**config.mk**
```make
export PLATFORM = sky130hd
export DESIGN_NAME = tcp_segment_header_builder_unit
export DESIGN_NICKNAME = d
export VERILOG_FILES = /design/src/design/tshb_pkg.sv /design/src/design/tshb_front.sv /design/src/design/tshb_queue.sv /design/src/design/tshb_back.sv /design/src/design/tcp_segment_header_builder_unit.sv
export SDC_FILE = /design/constraint.sdc
export NUM_CORES = 1
export LEC_CHECK = 0
export BUFFER_PORTS_ARGS = -buffer_cell sky130_fd_sc_hd__buf_2
export CAP_MARGIN = 20
export CORE_UTILIZATION = 30
export DETAILED_ROUTE_END_ITERATION = 10
export SKIP_LAST_GASP = 1
export SYNTH_ARGS = -nofsm -noshare
export SYNTH_HDL_FRONTEND = slang
export SYNTH_HIERARCHICAL = 1
export SYNTH_SLANG_ARGS = --single-unit
```
**constraint.sdc**
```tcl
create_clock -name aclk -period 10.2 [get_ports aclk]
set_clock_uncertainty 0.15 [all_clocks]
set_input_delay 2.04 -clock aclk [delete_from_list [all_inputs] [get_ports aclk]]
set_output_delay 2.04 -clock aclk [all_outputs]
set_load 0.05 [all_outputs]
```
**src/design/tshb_pkg.sv**
```systemverilog
package tshb_pkg;

    // Fixed header values
    localparam int unsigned HDR_LEN         = 20;
    localparam int unsigned MAX_PAYLOAD_DEF = 65515;
    localparam logic [15:0] WINDOW_SIZE     = 16'd5840;
    localparam logic [15:0] PROTO_TCP       = 16'd6;
    localparam logic [15:0] SEQ_HI_WORD     = 16'h0100;
    localparam logic [31:0] SEQ_WORD        = 32'h0100_0000;
    localparam logic [7:0]  DATA_OFFSET     = 8'h50;

    // Control bit positions on the input
    localparam int unsigned CTRL_SYN = 0;
    localparam int unsigned CTRL_ACK = 1;
    localparam int unsigned CTRL_RST = 2;

    // Register map
    localparam int unsigned APB_ADDR_W = 2;
    localparam logic [APB_ADDR_W-1:0] REG_OWN_ADDR = 2'd0;

    // Descriptor queue depth
    localparam int unsigned QUEUE_DEPTH = 4;

    typedef struct packed {
        logic [7:0]  payload_byte;
        logic        has_byte;
        logic        last_byte;
        logic [31:0] dest_addr;
        logic [15:0] source_port;
        logic [15:0] dest_port;
        logic [2:0]  ctrl_bits;
    } tshb_in_t;

    typedef struct packed {
        logic [63:0] header_front;
        logic [63:0] header_middle;
        logic [31:0] header_tail;
        logic [15:0] segment_length;
        logic        status;
    } tshb_out_t;

    // One finished segment, handed from front to back
    typedef struct packed {
        logic        oversize;
        logic [15:0] sum;
        logic        odd;
        logic [7:0]  held;
        logic [15:0] tcp_len;
        logic [31:0] dest_addr;
        logic [15:0] source_port;
        logic [15:0] dest_port;
        logic [2:0]  ctrl;
    } tshb_desc_t;

    // One's-complement add of two 16-bit words with end-around carry
    function automatic logic [15:0] oc_add(input logic [15:0] a, input logic [15:0] b);
        logic [16:0] s;
        s = {1'b0, a} + {1'b0, b};
        return s[15:0] + {15'd0, s[16]};
    endfunction

    // Header word 12: data offset and flags
    function automatic logic [15:0] hdr_word12(input logic [2:0] ctrl);
        return {DATA_OFFSET, 3'b000, ctrl[CTRL_ACK], 1'b0, ctrl[CTRL_RST],
                ctrl[CTRL_SYN], 1'b0};
    endfunction

endpackage

```
**src/design/tshb_front.sv**
```systemverilog
module tshb_front #(
    parameter int unsigned MAX_PAYLOAD = tshb_pkg::MAX_PAYLOAD_DEF
) (
    input  logic                 aclk,
    input  logic                 aresetn,
    input  logic                 s_valid,
    output logic                 s_ready,
    input  tshb_pkg::tshb_in_t   s_data,
    output logic                 push_valid,
    input  logic                 push_ready,
    output tshb_pkg::tshb_desc_t push_desc
);
    import tshb_pkg::*;

    localparam int unsigned CNT_W = $clog2(MAX_PAYLOAD + 2);
    localparam logic [CNT_W-1:0] CNT_MAX  = CNT_W'(MAX_PAYLOAD);
    localparam logic [CNT_W-1:0] CNT_OVER = CNT_W'(MAX_PAYLOAD + 1);

    logic [15:0]      sum_reg, sum_next;
    logic [CNT_W-1:0] count_reg, count_next;
    logic             odd_reg, odd_next;
    logic [7:0]       held_reg, held_next;
    logic             in_seg_reg, in_seg_next;
    logic [31:0]      dest_reg, dest_next;
    logic [15:0]      sport_reg, sport_next;
    logic [15:0]      dport_reg, dport_next;
    logic [2:0]       ctrl_reg, ctrl_next;
    logic             accept;

    assign s_ready = push_ready;
    assign accept  = s_valid && s_ready;

    // Fold one byte into the running sum; latch segment fields on the first transaction
    always_comb begin
        logic first;
        logic [15:0]      sum_b;
        logic [CNT_W-1:0] count_b;
        logic             odd_b;
        logic [7:0]       held_b;
        first   = !in_seg_reg;
        sum_b   = first ? 16'd0 : sum_reg;
        count_b = first ? '0 : count_reg;
        odd_b   = first ? 1'b0 : odd_reg;
        held_b  = first ? 8'd0 : held_reg;
        dest_next  = first ? s_data.dest_addr   : dest_reg;
        sport_next = first ? s_data.source_port : sport_reg;
        dport_next = first ? s_data.dest_port   : dport_reg;
        ctrl_next  = first ? s_data.ctrl_bits   : ctrl_reg;
        sum_next   = sum_b;
        count_next = count_b;
        odd_next   = odd_b;
        held_next  = held_b;
        if (s_data.has_byte) begin
            if (count_b < CNT_MAX) begin
                if (odd_b) begin
                    sum_next = oc_add(sum_b, {held_b, s_data.payload_byte});
                    odd_next = 1'b0;
                end else begin
                    held_next = s_data.payload_byte;
                    odd_next  = 1'b1;
                end
                count_next = count_b + 1'b1;
            end else begin
                count_next = CNT_OVER;
            end
        end
        in_seg_next = !s_data.last_byte;
    end

    // Hand a closed segment to the queue
    assign push_valid            = accept && s_data.last_byte;
    assign push_desc.oversize    = count_next > CNT_MAX;
    assign push_desc.sum         = sum_next;
    assign push_desc.odd         = odd_next;
    assign push_desc.held        = held_next;
    assign push_desc.tcp_len     = 16'(count_next) + 16'(HDR_LEN);
    assign push_desc.dest_addr   = dest_next;
    assign push_desc.source_port = sport_next;
    assign push_desc.dest_port   = dport_next;
    assign push_desc.ctrl        = ctrl_next;

    // Segment state
    always_ff @(posedge aclk) begin
        if (!aresetn) begin
            in_seg_reg <= 1'b0;
            count_reg  <= '0;
            odd_reg    <= 1'b0;
            sum_reg    <= 16'd0;
        end else if (accept) begin
            in_seg_reg <= in_seg_next;
            count_reg  <= count_next;
            odd_reg    <= odd_next;
            sum_reg    <= sum_next;
        end
    end

    // Latched segment fields
    always_ff @(posedge aclk) begin
        if (accept) begin
            held_reg  <= held_next;
            dest_reg  <= dest_next;
            sport_reg <= sport_next;
            dport_reg <= dport_next;
            ctrl_reg  <= ctrl_next;
        end
    end

endmodule

```
**src/design/tshb_queue.sv**
```systemverilog
module tshb_queue (
    input  logic                 aclk,
    input  logic                 aresetn,
    input  logic                 push_valid,
    output logic                 push_ready,
    input  tshb_pkg::tshb_desc_t push_desc,
    output logic                 pop_valid,
    input  logic                 pop_ready,
    output tshb_pkg::tshb_desc_t pop_desc
);
    import tshb_pkg::*;

    localparam int unsigned PTR_W = $clog2(QUEUE_DEPTH);
    localparam int unsigned CNT_W = $clog2(QUEUE_DEPTH + 1);

    tshb_desc_t       slot_reg [QUEUE_DEPTH];
    logic [PTR_W-1:0] wr_ptr_reg, rd_ptr_reg;
    logic [CNT_W-1:0] count_reg, count_next;
    logic             do_push, do_pop;

    assign push_ready = count_reg != CNT_W'(QUEUE_DEPTH);
    assign pop_valid  = count_reg != '0;
    assign pop_desc   = slot_reg[rd_ptr_reg];
    assign do_push    = push_valid && push_ready;
    assign do_pop     = pop_valid && pop_ready;

    always_comb begin
        count_next = count_reg;
        if (do_push && !do_pop) begin
            count_next = count_reg + 1'b1;
        end else if (do_pop && !do_push) begin
            count_next = count_reg - 1'b1;
        end
    end

    // Advance pointers and fill level
    always_ff @(posedge aclk) begin
        if (!aresetn) begin
            wr_ptr_reg <= '0;
            rd_ptr_reg <= '0;
            count_reg  <= '0;
        end else begin
            if (do_push) begin
                wr_ptr_reg <= wr_ptr_reg + 1'b1;
            end
            if (do_pop) begin
                rd_ptr_reg <= rd_ptr_reg + 1'b1;
            end
            count_reg <= count_next;
        end
    end

    // Store the incoming descriptor
    always_ff @(posedge aclk) begin
        if (do_push) begin
            slot_reg[wr_ptr_reg] <= push_desc;
        end
    end

endmodule

```
**src/design/tshb_back.sv**
```systemverilog
module tshb_back (
    input  logic                 aclk,
    input  logic                 aresetn,
    input  logic [31:0]          own_addr,
    input  logic                 pop_valid,
    output logic                 pop_ready,
    input  tshb_pkg::tshb_desc_t pop_desc,
    output logic                 m_valid,
    input  logic                 m_ready,
    output tshb_pkg::tshb_out_t  m_data
);
    import tshb_pkg::*;

    localparam logic [15:0] CONST_WORDS = PROTO_TCP + SEQ_HI_WORD + WINDOW_SIZE;

    logic        advance;
    logic        s1_valid_reg, s2_valid_reg, out_valid_reg;
    logic [17:0] p0_reg, p1_reg, p2_reg;
    logic [19:0] total_reg;
    logic        s1_over_reg, s2_over_reg;
    logic [15:0] s1_len_reg, s2_len_reg;
    logic [15:0] s1_sport_reg, s2_sport_reg;
    logic [15:0] s1_dport_reg, s2_dport_reg;
    logic [15:0] s1_w12_reg, s2_w12_reg;
    logic [15:0] pad_word, w12;
    logic [16:0] fold1;
    logic [15:0] fold2;
    tshb_out_t   out_reg, out_next;

    // Whole pipe moves when the output register is free
    assign advance   = !out_valid_reg || m_ready;
    assign pop_ready = advance;
    assign m_valid   = out_valid_reg;
    assign m_data    = out_reg;

    assign pad_word = pop_desc.odd ? {pop_desc.held, 8'h00} : 16'd0;
    assign w12      = hdr_word12(pop_desc.ctrl);

    // Stage 1: three partial sums of the checksum words
    always_ff @(posedge aclk) begin
        if (advance) begin
            p0_reg <= {2'b00, pop_desc.sum} + {2'b00, pad_word}
                    + {2'b00, own_addr[31:16]} + {2'b00, own_addr[15:0]};
            p1_reg <= {2'b00, pop_desc.dest_addr[31:16]} + {2'b00, pop_desc.dest_addr[15:0]}
                    + {2'b00, pop_desc.source_port} + {2'b00, pop_desc.dest_port};
            p2_reg <= {2'b00, pop_desc.tcp_len} + {2'b00, w12} + {2'b00, CONST_WORDS};
            s1_over_reg  <= pop_desc.oversize;
            s1_len_reg   <= pop_desc.tcp_len;
            s1_sport_reg <= pop_desc.source_port;
            s1_dport_reg <= pop_desc.dest_port;
            s1_w12_reg   <= w12;
        end
    end

    // Stage 2: total of the partial sums
    always_ff @(posedge aclk) begin
        if (advance) begin
            total_reg    <= {2'b00, p0_reg} + {2'b00, p1_reg} + {2'b00, p2_reg};
            s2_over_reg  <= s1_over_reg;
            s2_len_reg   <= s1_len_reg;
            s2_sport_reg <= s1_sport_reg;
            s2_dport_reg <= s1_dport_reg;
            s2_w12_reg   <= s1_w12_reg;
        end
    end

    // Stage 3: end-around fold, complement and assemble the header
    assign fold1 = {1'b0, total_reg[15:0]} + {13'd0, total_reg[19:16]};
    assign fold2 = fold1[15:0] + {15'd0, fold1[16]};

    always_comb begin
        out_next = '0;
        if (s2_over_reg) begin
            out_next.status = 1'b1;
        end else begin
            out_next.header_front   = {s2_sport_reg, s2_dport_reg, SEQ_WORD};
            out_next.header_middle  = {32'd0, s2_w12_reg, WINDOW_SIZE};
            out_next.header_tail    = {~fold2, 16'd0};
            out_next.segment_length = s2_len_reg;
        end
    end

    always_ff @(posedge aclk) begin
        if (advance) begin
            out_reg <= out_next;
        end
    end

    // Valid bits down the pipe
    always_ff @(posedge aclk) begin
        if (!aresetn) begin
            s1_valid_reg  <= 1'b0;
            s2_valid_reg  <= 1'b0;
            out_valid_reg <= 1'b0;
        end else if (advance) begin
            s1_valid_reg  <= pop_valid;
            s2_valid_reg  <= s1_valid_reg;
            out_valid_reg <= s2_valid_reg;
        end
    end

endmodule

```
**src/design/tcp_segment_header_builder_unit.sv**
```systemverilog
// TCP segment header builder.
// Input channel (s_valid/s_ready/s_data) takes at most one payload byte per
// transaction; the first transaction of a segment supplies the ports,
// destination address and control bits, and the transaction with
// last_byte set closes the segment. The result channel
// (m_valid/m_ready/m_data) returns one header per segment: 20 header
// bytes with the pseudo-header checksum, the TCP length and a status bit.
// One input transaction is taken per cycle while s_ready is high; the
// running checksum costs one 16-bit end-around add per byte pair in the
// front part. The result of a closing transaction passes through the
// queue, two adder stages and the output register.
// A four-entry descriptor queue sits between front and back, so input
// keeps flowing while the receiver stalls until the queue holds four
// closed segments behind up to three in the back pipe; then s_ready drops.
// Synchronous reset empties the queue and the pipe and sets own_addr to
// zero. own_addr is written through the APB port at address 0; the user
// must write it only while the block is idle, which the block itself does not enforce.
module tcp_segment_header_builder_unit #(
    parameter int unsigned MAX_PAYLOAD = tshb_pkg::MAX_PAYLOAD_DEF
) (
    input  logic                                aclk,
    input  logic                                aresetn,
    input  logic                                s_valid,
    output logic                                s_ready,
    input  tshb_pkg::tshb_in_t                  s_data,
    output logic                                m_valid,
    input  logic                                m_ready,
    output tshb_pkg::tshb_out_t                 m_data,
    input  logic                                psel,
    input  logic                                penable,
    input  logic                                pwrite,
    input  logic [tshb_pkg::APB_ADDR_W-1:0]     paddr,
    input  logic [31:0]                         pwdata,
    output logic [31:0]                         prdata,
    output logic                                pready
);
    import tshb_pkg::*;

    logic        push_valid, push_ready, pop_valid, pop_ready;
    tshb_desc_t  push_desc, pop_desc;
    logic [31:0] own_addr_reg;

    // Register port
    assign pready = 1'b1;
    assign prdata = (paddr == REG_OWN_ADDR) ? own_addr_reg : 32'd0;

    always_ff @(posedge aclk) begin
        if (!aresetn) begin
            own_addr_reg <= 32'd0;
        end else if (psel && penable && pwrite && pready && paddr == REG_OWN_ADDR) begin
            own_addr_reg <= pwdata;
        end
    end

    tshb_front #(
        .MAX_PAYLOAD(MAX_PAYLOAD)
    ) u_front (
        .aclk      (aclk),
        .aresetn   (aresetn),
        .s_valid   (s_valid),
        .s_ready   (s_ready),
        .s_data    (s_data),
        .push_valid(push_valid),
        .push_ready(push_ready),
        .push_desc (push_desc)
    );

    tshb_queue u_queue (
        .aclk      (aclk),
        .aresetn   (aresetn),
        .push_valid(push_valid),
        .push_ready(push_ready),
        .push_desc (push_desc),
        .pop_valid (pop_valid),
        .pop_ready (pop_ready),
        .pop_desc  (pop_desc)
    );

    tshb_back u_back (
        .aclk     (aclk),
        .aresetn  (aresetn),
        .own_addr (own_addr_reg),
        .pop_valid(pop_valid),
        .pop_ready(pop_ready),
        .pop_desc (pop_desc),
        .m_valid  (m_valid),
        .m_ready  (m_ready),
        .m_data   (m_data)
    );

    // An oversize result carries no header
    a_oversize_zero: assert property (@(posedge aclk) disable iff (!aresetn)
        m_valid && m_data.status |-> m_data.header_front == 64'd0
            && m_data.header_middle == 64'd0 && m_data.header_tail == 32'd0
            && m_data.segment_length == 16'd0)
        else $error("oversize result carries header data");

    // A valid header always counts its own 20 bytes
    a_length_floor: assert property (@(posedge aclk) disable iff (!aresetn)
        m_valid && !m_data.status |-> m_data.segment_length >= 16'(HDR_LEN))
        else $error("segment length below header size");

    // Fixed header words sit in place on every valid header
    a_fixed_words: assert property (@(posedge aclk) disable iff (!aresetn)
        m_valid && !m_data.status |-> m_data.header_front[31:0] == SEQ_WORD
            && m_data.header_middle[15:0] == WINDOW_SIZE
            && m_data.header_middle[31:24] == DATA_OFFSET
            && m_data.header_tail[15:0] == 16'd0)
        else $error("fixed header words corrupted");

    // Pushing into the queue only happens while input is taken
    a_push_needs_accept: assert property (@(posedge aclk) disable iff (!aresetn)
        push_valid |-> s_valid && s_ready && s_data.last_byte)
        else $error("descriptor pushed without closing transaction");

endmodule
```
==> results of run 1 <==
## synthesized netlist by cell type (4+ instances only)
cell,instances
o31a_1,4
buf_12,4
dfxtp_1,78
xnor2_1,69
mux2_2,75
nor4_1,4
xor2_1,43
a31oi_1,10
mux4_2,109
mux2i_1,38
a21o_1,30
and3_1,12
nand2_1,143
nor2_1,106
or3_1,6
o21a_1,12
o211ai_1,4
a22o_1,10
o21ai_0,40
nand4_1,19
buf_2,14
nor3_1,22
buf_4,114
ha_1,104
fa_1,79
o21ai_1,5
nand2b_1,19
nand3b_1,4
a211oi_1,15
o31ai_1,8
and2_1,74
edfxtp_1,757
inv_1,221
buf_1,4
or4_1,7
and4_1,4
nor3b_1,4
nor2b_1,69
nand3_1,25
clkbuf_1,62
a21boi_1,5
a21oi_1,61
o211a_1,4
## where the power goes
group / total, mW / internal [mW] / switching (mW)
Clock: 3.21 / 1.87 / 1.35
Sequential: 5.32 / 4.95 / 0.365
Combinational: 6.51 / 2.60 / 3.91
## worst max-delay path: stages
cell	delay, ns
buf_2	0.11
ha_1	0.38
a21oi_1	0.18
o211ai_1	0.29
and2_1	0.22
nor3_1	0.06
a21oi_1	0.22
a21o_1	0.15
a21o_1	0.13
ha_1	0.16
and3_1	0.21
nand3_2	0.09
or3_4	0.43
or4b_4	0.55
or4_1	0.53
a21oi_1	0.21
or2_1	0.18
## cells in the final DEF (no fill, tap or decap), types with 17 or more instances in the layout
cell type / instances
edfxtp_1: 757
buf_2: 228
inv_1: 220
nand2_1: 143
mux4_2: 109
nor2_1: 106
ha_1: 104
conb_1: 101
clkbuf_16: 89
fa_1: 79
dfxtp_1: 75
mux2_2: 75
and2_1: 70
nor2b_1: 69
xnor2_1: 69
a21oi_1: 61
xor2_1: 43
o21ai_0: 40
mux2i_1: 38
a21o_1: 30
nand3_1: 25
nor3_1: 22
buf_4: 20
clkinv_1: 19
nand4_1: 19
nand2b_1: 18
clkinv_2: 17
## final timing paths
path | end | slack, ns | depth (start not counted)
min | u_back/s2_dport_reg[7] | 0.26 | 0
min reg2reg | u_back/s2_dport_reg[7] | 0.26 | 0
max | u_queue/slot_reg[2][107] | 4.42 | 17
max reg2reg | u_back/p1_reg[17] | 4.72 | 15
## metal layers
layer  GRT usage  part of all wire  up-vias
li1            -                 -     9732
met1      0.1648              0.44    10240
met2      0.2099              0.49      418
met3     0.02860             0.051      113
met4     0.03224             0.017       26
met5           0            0.0017        -
## metrics by stage
stage | hold slack [ns] | cell area, sq um
after global routing | 0.2642 | 44210
after floorplan | 0.2503 | 39130
final | 0.2558 | 44210
after CTS | 0.2556 | 44210
after detailed placement | 0.2545 | 41280
after global placement | 0.2511 | 41260
## final cells by class
cell class / count / area (sq um)
multi-input cells: 1432 / 12730
clock buffers: 98 / 2261
fillers: 12250 / 83640
diodes: 1 / 2.502
inverters: 221 / 832.0
well taps: 1662 / 2079
clock inverters: 60 / 660.6
repair buffers: 250 / 1339
flip-flops and latches: 835 / 24300
## cell families (layout without fill, tap and decap cells)
logic type / Yosys count / after routing / share of synthesized area
xor+xnor: 116 / 116 / 0.02699
compound gates: 262 / 262 / 0.04762
mux: 223 / 223 / 0.09524
flops: 835 / 835 / 0.6268
buf+inv: 422 / 629 / 0.05472
simple gates: 547 / 547 / 0.07400
fa+ha+maj: 183 / 183 / 0.07439
other cells: 2 / 102 / 0.0001938
==> reports/qor.yml, run 1 <==
yosys:
  synth-edff-count: 757
  yosysWarnings: 6
  synthesis.area_sq_mm: 0.03875
  ys_seq_area_frac: 0.6268
  syn_inst: 2590
  ys_seq_elements: 835
  avgSynthCellArea_sq_um: 14.96
  ys_types: 101
  yosysTopAreaCell: "edfxtp_1"
  async_flop_share: 0
  synthTopCellsByArea: "edfxtp_1 59%, mux4_2 6.3%, fa_1 4.1%, dfxtp_1 4.0%, ha_1 3.4%"
  yosysTopAreaCellShare: 0.5866
  synth-main-ff-cell: "edfxtp_1"
drt:
  via_count: 20530
  drc: 0
  routed_wl_mm: 82.68
  firstDrtPassIters: 5
  viasPerCell: 4.504
  routedWlPerCell_microns: 18.14
  ant_nets: 0
  drtIter0Drc: 1311
die:
  num_rows: 131
  die_width_microns: 361.4
  start_util: 0.3031
  dieArea_sq_mm: 0.1306
  boundaryPins: 330
  die_h_microns: 361.4
  core_sq_mm: 0.1278
global_route:
  antenna_found_initial: 16
  grt_pass1_wl_mm: 125.2
  grt_pass1_vias: 20420
  grt_util_all_layers: 0.1260
  grt_max_degree: 169
  grt-ovfl-total: 0
power_and_ir_drop:
  ir_drop_v: 0.0002969
  leakagePower_nw: 16.47
  power_mw: 15.04
  power.density_mw_per_mm2: 340.2
timing:
  max_freq_mhz: 172.9
  max_slew.worst_pin.slew_ns: 1.176
  drv_slew: 0
  setup_tns_ns: 0
  setup_viol: 0
  grt_setup_unrepaired: "false"
  period_needed_ns: 5.785
  post-route-period-util: 0.5671
  relSlewSlack: 0.2158
  hold_viol_final: 0
  fin_ws_ns: 4.415
clock_tree:
  cts.repair.resized: 0
  cts_tree: "built"
  post_cts_buffers: 0
  cts_buffers: 87
  clockBufferDepth: 3
  cts_sinks: 835
  clkTransAtPathRegs_ns: 0.06
  htreeDepth: 3
  clockRootBuffer: "clkbuf_16"
  ctsHoldBuffers: 0
  insertion_delay_ns: 0.69
cells_and_area:
  post-route-util: 0.3458
  layout-drive-gt1-share: 0.2120
  fin_nets: 3128
  layout.cells.non_filler: 4559
  largest_register_ff_count: 436
  syn_to_final_growth_pct: 14.07
min_path:
  worstHoldPathType: "flop to flop"
  hp-start: "u_back/s1_dport_reg[7]"
job:
  drv_cap: 0
critical_path:
  worst-setup-path-type: "primary input to flop"
  required_ns: 10.57
  crit_arrival_ns: 6.16
  startpoint_type: "primary input"
  critPathMaxFanout: 6
  setup.worst_path.end_class: "flop"
  cp-startpoint: "s_data[76]"
run_status:
  status: "complete, no violations"
placement:
  finalWeightedCongestion: 0.8510
  io_buffers: 228
  detailed_place_hpwl_mm: 57.03
  placedCellCount: 4400
  pre_cts_slack_ns: 3.802
No activity file was read; power rests on OpenSTA's default activity.
==> run 2: changes to the inputs <==
==> constraint.sdc (replaced) <==
create_clock -name aclk -period 5.6 [get_ports aclk]
set_clock_uncertainty 0.15 [all_clocks]
set_input_delay 1.12 -clock aclk [delete_from_list [all_inputs] [get_ports aclk]]
set_output_delay 1.12 -clock aclk [all_outputs]
set_load 0.05 [all_outputs]
==> reports/qor.yml, run 2 (synthesized netlist as in run 1, its figures left out) <==
placement:
  placedCellCount: 4414
  dpl_cell_area_sq_mm: 0.04148
  detailed_place_hpwl_mm: 57.99
  finalWeightedCongestion: 0.8480
  io_buffers: 228
  pre_cts_slack_ns: 0.2415
cells_and_area:
  layout-drive-gt1-share: 0.2154
  final_area_sq_mm: 0.04440
  largest_register_ff_count: 436
  syn_to_final_growth_pct: 14.58
  multi_input_comb_area_sq_mm: 0.01273
  mostFrequentLayoutCells: "757 x edfxtp_1, 228 x buf_2, 220 x inv_1"
  layout.cells.non_filler: 4575
  fillers: 12280
  seqCellArea_sq_mm: 0.02430
  layout_commonest_cell: "edfxtp_1"
  fin_nets: 3141
drt:
  via_count: 20750
  drc: 0
  firstDrtPassIters: 6
  routedWlPerCell_microns: 18.40
  viasPerCell: 4.534
  drtIter0Drc: 1478
  routed_wl_mm: 84.19
  ant_nets: 0
global_route:
  grt.met1_usage: 0.1717
  grt-ovfl-total: 0
  busiest_layer: "met2"
  grt_util_met3: 0.02090
  grt_max_degree: 126
  grt_util_all_layers: 0.1282
  grt.met2_usage: 0.2126
  antenna_found_initial: 10
  grt_pass1_wl_mm: 127.1
  grt_pass1_vias: 20680
clock_tree:
  cts_buffers: 86
  cts.repair.resized: 0
  cts_sinks: 835
  clkTransAtPathRegs_ns: 0.06
  ctsHoldBuffers: 0
  htreeDepth: 3
  clockBufferDepth: 3
  clockRootBuffer: "clkbuf_16"
  post_cts_buffers: 0
  insertion_delay_ns: 0.69
  cts_tree: "built"
critical_path:
  startpoint_type: "flop"
  path_delay_family: "adder cells"
  setup.worst_path.end_class: "flop"
  path_buf_inv: 3
  slowest_delay_ns: 0.64
  critPathMaxFanout: 19
  required_ns: 5.86
  r2r_setup_slack_ns: 0.77
  slowest_stage: "dfxtp_4"
  worst-setup-path-type: "flop to flop"
  cp_cell_sequence: "buf_4 > mux4_2 > inv_1 > fa_1 > inv_1 > fa_1 > ha_1 > or4_1 > o221ai_1 > o21ai_1 > o31ai_1 > o21ai_0"
  crit_arrival_ns: 5.09
power_and_ir_drop:
  ir_drop_v: 0.0005128
  clockPowerShare: 0.214
  internal_power_mw: 17.22
  power.density_mw_per_mm2: 618.4
  p_seq_frac: 0.352
  combPwrFrac: 0.433
  power.switching_mw: 10.25
  leakagePower_nw: 16.55
  sw_frac_of_total: 0.3731
timing:
  drv_slew: 0
  max_freq_mhz: 207.0
  hold_viol_final: 0
  max_slew.worst_pin.slew_ns: 1.005
  relSlewSlack: 0.3291
  grt_setup_unrepaired: "false"
  setup_tns_ns: 0
  period_needed_ns: 4.831
  fin_ws_ns: 0.7693
  setup_viol: 0
  post-route-period-util: 0.8626
die:
  num_rows: 131
  die_width_microns: 361.4
  start_util: 0.3031
  dieArea_sq_mm: 0.1306
  boundaryPins: 330
  die_h_microns: 361.4
  core_sq_mm: 0.1278
job:
  drv_cap: 0
min_path:
  worstHoldPathType: "flop to flop"
run_status:
  status: "complete, no violations"
==> run 2: cell type report <==
cell class / instances / share of cell area
Tap cell: 1662 / 0.04683
Clock inverter: 57 / 0.01516
Antenna cell: 2 / 0.0001127
Clock buffer: 102 / 0.05052
Inverter: 221 / 0.01874
Sequential cell: 835 / 0.5474
Timing Repair Buffer: 264 / 0.03460
Multi-Input combinational cell: 1432 / 0.2867
==> run 2: worst paths after layout <==
kind | startpoint | endpoint | cells past startpoint
worst max-delay path | flop | u_back/p0_reg[17] | 12
worst min-delay path | u_back/s1_len_reg[10] | u_back/s2_len_reg[10] | 0
worst max register to register | flop | u_back/p0_reg[17] | 12
worst min register to register | u_back/s1_len_reg[10] | u_back/s2_len_reg[10] | 0
==> run 2: worst reg2reg max path: stages, from the launching register on <==
cell and delay, ns:
dfxtp_4 0.64, buf_4 0.46, mux4_2 0.56, inv_1 0.09, fa_1 0.39, inv_1 0.09, fa_1 0.39, ha_1 0.26
or4_1 0.53, o221ai_1 0.35, o21ai_1 0.17, o31ai_1 0.34, o21ai_0 0.13
==> run 2: metal layers <==
layer,part of all wire,up-vias
li1,-,9758
met1,0.45,10440
met2,0.49,429
met3,0.042,106
met4,0.019,12
met5,0.00080,-
==> run 2: through the flow <==
step                      hold WS [ns]    util  power, mW
after CTS                       0.2682  0.3473      27.88
final                           0.2667  0.3473      27.46
after global placement          0.2513  0.3245      21.72
after global routing            0.2705  0.3473      29.38
after detailed placement        0.2545  0.3245      21.87
after floorplan                 0.2503       -      18.81
==> run 2: power groups by stage <==
stage | Clock, mW | Combinational, mW | Sequential, mW
floorplan | 0 | 8.49 | 10.3
global placement | 0 | 11.9 | 9.83
detailed placement | 0 | 12.0 | 9.86
CTS | 6.06 | 12.1 | 9.73
global route | 6.28 | 13.3 | 9.83
finish | 5.89 | 11.9 | 9.68
==> run 3: changes to the inputs <==
--- a/config.mk
+++ b/config.mk
@@ -9,8 +9,8 @@
 export CAP_MARGIN = 20
 export CORE_UTILIZATION = 30
 export DETAILED_ROUTE_END_ITERATION = 10
+export GPL_TIMING_DRIVEN = 0
 export SKIP_LAST_GASP = 1
 export SYNTH_ARGS = -nofsm -noshare
 export SYNTH_HDL_FRONTEND = slang
-export SYNTH_HIERARCHICAL = 1
 export SYNTH_SLANG_ARGS = --single-unit
==> reports/qor.yml, run 3 <==
run_status:
  status: "complete, no violations"
drt:
  ant_nets: 0
  routed_wl_mm: 92.72
  viasPerCell: 4.606
  routedWlPerCell_microns: 19.07
  drtIter0Drc: 1621
  firstDrtPassIters: 5
  via_count: 22390
  drc: 0
global_route:
  grt-ovfl-total: 0
  grt_pass1_vias: 21480
  grt_util_all_layers: 0.1397
  grt_pass1_wl_mm: 136.0
  grt_max_degree: 57
  antenna_found_initial: 15
timing:
  grt_setup_unrepaired: "true"
  max_slew.worst_pin.slew_ns: 1.160
  setup_viol: 0
  hold_viol_final: 0
  post-route-period-util: 0.9703
  relSlewSlack: 0.2165
  max_freq_mhz: 184.0
  period_needed_ns: 5.434
  drv_slew: 0
  setup_tns_ns: 0
critical_path:
  critPathMaxFanout: 9
  required_ns: 5.86
  r2r_end: "u_back.p1_reg[16]"
  crit_arrival_ns: 5.69
  r2r_cells: 22
  r2r_setup_slack_ns: 0.17
  worst-setup-path-type: "flop to flop"
  startpoint_type: "flop"
  setup.worst_path.end_class: "flop"
clock_tree:
  ctsHoldBuffers: 0
  cts_sinks: 836
  insertion_delay_ns: 0.67
  clockRootBuffer: "clkbuf_16"
  htreeDepth: 3
  cts_buffers: 93
  clkTransAtPathRegs_ns: 0.06
  cts_tree: "built"
  clockBufferDepth: 3
yosys:
  ys_types: 78
  synthesis.area_sq_mm: 0.03868
  synth-main-ff-cell: "edfxtp_1"
  yosysTopAreaCellShare: 0.5884
  async_flop_share: 0
  synthTopCellsByArea: "edfxtp_1 59%, mux4_2 6.2%, ha_1 4.1%, dfxtp_1 4.0%, xnor2_1 2.5%"
  avgSynthCellArea_sq_um: 14.51
  syn_inst: 2666
  yosys-top-cells-count: "758 x edfxtp_1, 186 x nand2_1, 128 x ha_1"
  ys_seq_elements: 836
  synth-edff-count: 758
  yosysWarnings: 0
  synth_most_common_cell: "edfxtp_1"
  yosysTopAreaCell: "edfxtp_1"
  ys_seq_area_frac: 0.6288
job:
  drv_cap: 0
cells_and_area:
  layout.cells.non_filler: 4861
  post-route-util: 0.3626
  fin_nets: 3404
  mostFrequentLayoutCells: "758 x edfxtp_1, 228 x buf_2, 186 x nand2_1"
  syn_to_final_growth_pct: 19.70
  fillers: 12080
  largest_register_ff_count: 436
  layout_commonest_cell: "edfxtp_1"
  layout-drive-gt1-share: 0.2412
placement:
  finalWeightedCongestion: 0.8438
  placedCellCount: 4670
  detailed_place_hpwl_mm: 67.43
  io_buffers: 225
die:
  start_util: 0.3030
  die_width_microns: 361.1
  core_sq_mm: 0.1277
  boundaryPins: 330
  dieArea_sq_mm: 0.1304
  num_rows: 131
  die_h_microns: 361.1
power_and_ir_drop:
  power.density_mw_per_mm2: 647.1
  leakagePower_nw: 17.25
  power_mw: 29.96
  ir_drop_v: 0.0005113
min_path:
  whs_endpoint: "u_back.s2_len_reg[13]"
  min_path_cells: 0
  hp-start: "u_back.s1_len_reg[13]"
  worstHoldPathType: "flop to flop"
run 3: cell count changes in the layout (fill, tap and decap cells not counted), sizes merged, moves of 18 or more:
| cell | previous run | this run |
|---|---|---|
| nand2 | 143 | 186 |
| a21boi | 9 | 53 |
| inv | 228 | 126 |
| mux2i | 38 | 4 |
| fa | 79 | 42 |
| xnor2 | 70 | 112 |
| clkbuf | 102 | 169 |
| ha | 104 | 128 |
| buf | 264 | 388 |
| nor3 | 23 | 54 |
| o21ai | 47 | 73 |
| nor2 | 108 | 126 |
run 3: layout make-up:
type                    instances  area (sq um)  share of cell area
diodes                          3         7.507           0.0001621
plain buffers                 189          1324             0.02859
clock buffers                 110          2432             0.05253
clock inverters                65         688.2             0.01486
inverters                     121         457.9            0.009890
multi-input cells            1616         13310              0.2875
flip-flops and latches        836         24330              0.5255
well taps                    1662          2079             0.04491
repair buffers                259          1669             0.03605
run 3: worst max-delay path, stage by stage (launching register included):
cell and delay, ns:
dfxtp_4 0.39, buf_12 0.17, buf_12 0.14, mux4_2 0.51, ha_2 0.22, fa_2 0.35, a21o_1 0.19, a21oi_2 0.16
inv_1 0.08, a21oi_2 0.18, o21ai_2 0.11, a21oi_2 0.20, xnor2_2 0.16, fa_1 0.50, ha_4 0.26, and3_1 0.17
a21oi_2 0.14, o31ai_2 0.12, nor4_1 0.20, nor3_1 0.10, and4_1 0.23, o31ai_2 0.31, xnor2_1 0.10
run 3: kinds of logic (layout without fill, tap and decap cells):
family / after synthesis / count (layout) / synth area share
adder cells (fa/ha/maj): 170 / 170 / 0.06314
buffers and inverters: 314 / 744 / 0.04140
XOR/XNOR: 160 / 160 / 0.03623
other: 2 / 105 / 0.0001941
flip-flops: 836 / 836 / 0.6288
AO/OA/AOI/OAI: 351 / 351 / 0.06126
multiplexers: 187 / 187 / 0.08546
AND/OR/NAND/NOR: 646 / 646 / 0.08352
run 3: through the flow:
stage / worst slack [ns] / hold slack (ns) / area (sq um)
global placement: -3.133 / 0.2519 / 42300
detailed placement: -2.156 / 0.2545 / 42690
CTS: 0.006492 / 0.2333 / 46120
finish: 0.1661 / 0.2385 / 46300
global route: -0.02906 / 0.2542 / 46300
floorplan: -1.004 / 0.2503 / 39090
run 3: worst max path at each step:
stage,from,end,cells after the start
after global placement,m_ready,u_queue.count_reg[2],10
after CTS,u_front.in_seg_reg,u_queue.slot_reg[1][106],25
final,flop,u_back.p1_reg[16],22
after global routing,flop,u_back.p1_reg[16],24
after floorplan,m_ready,u_queue.count_reg[2],9
after detailed placement,u_front.in_seg_reg,u_queue.slot_reg[2][106],26
run 3: timing repair:
action	CTS	global route
pin swaps	9	13
endpoints found under the setup margin	103	51
setup buffers	5	11
resized for setup	77	21
run 3: power breakdown:
| group | internal [mW] | total [mW] | switching (mW) |
|---|---|---|---|
| clock | 3.60 | 6.17 | 2.57 |
| combinational | 5.84 | 14.3 | 8.49 |
| sequential | 8.98 | 9.46 | 0.482 |
run 3: layer usage:
metal | vias up | track usage | routed length [microns]
met5 | - | 0 | 112
met4 | 18 | 0.03872 | 1919
met3 | 128 | 0.02816 | 6104
met2 | 697 | 0.2210 | 42250
met1 | 10920 | 0.1939 | 42330
li1 | 10630 | - | -
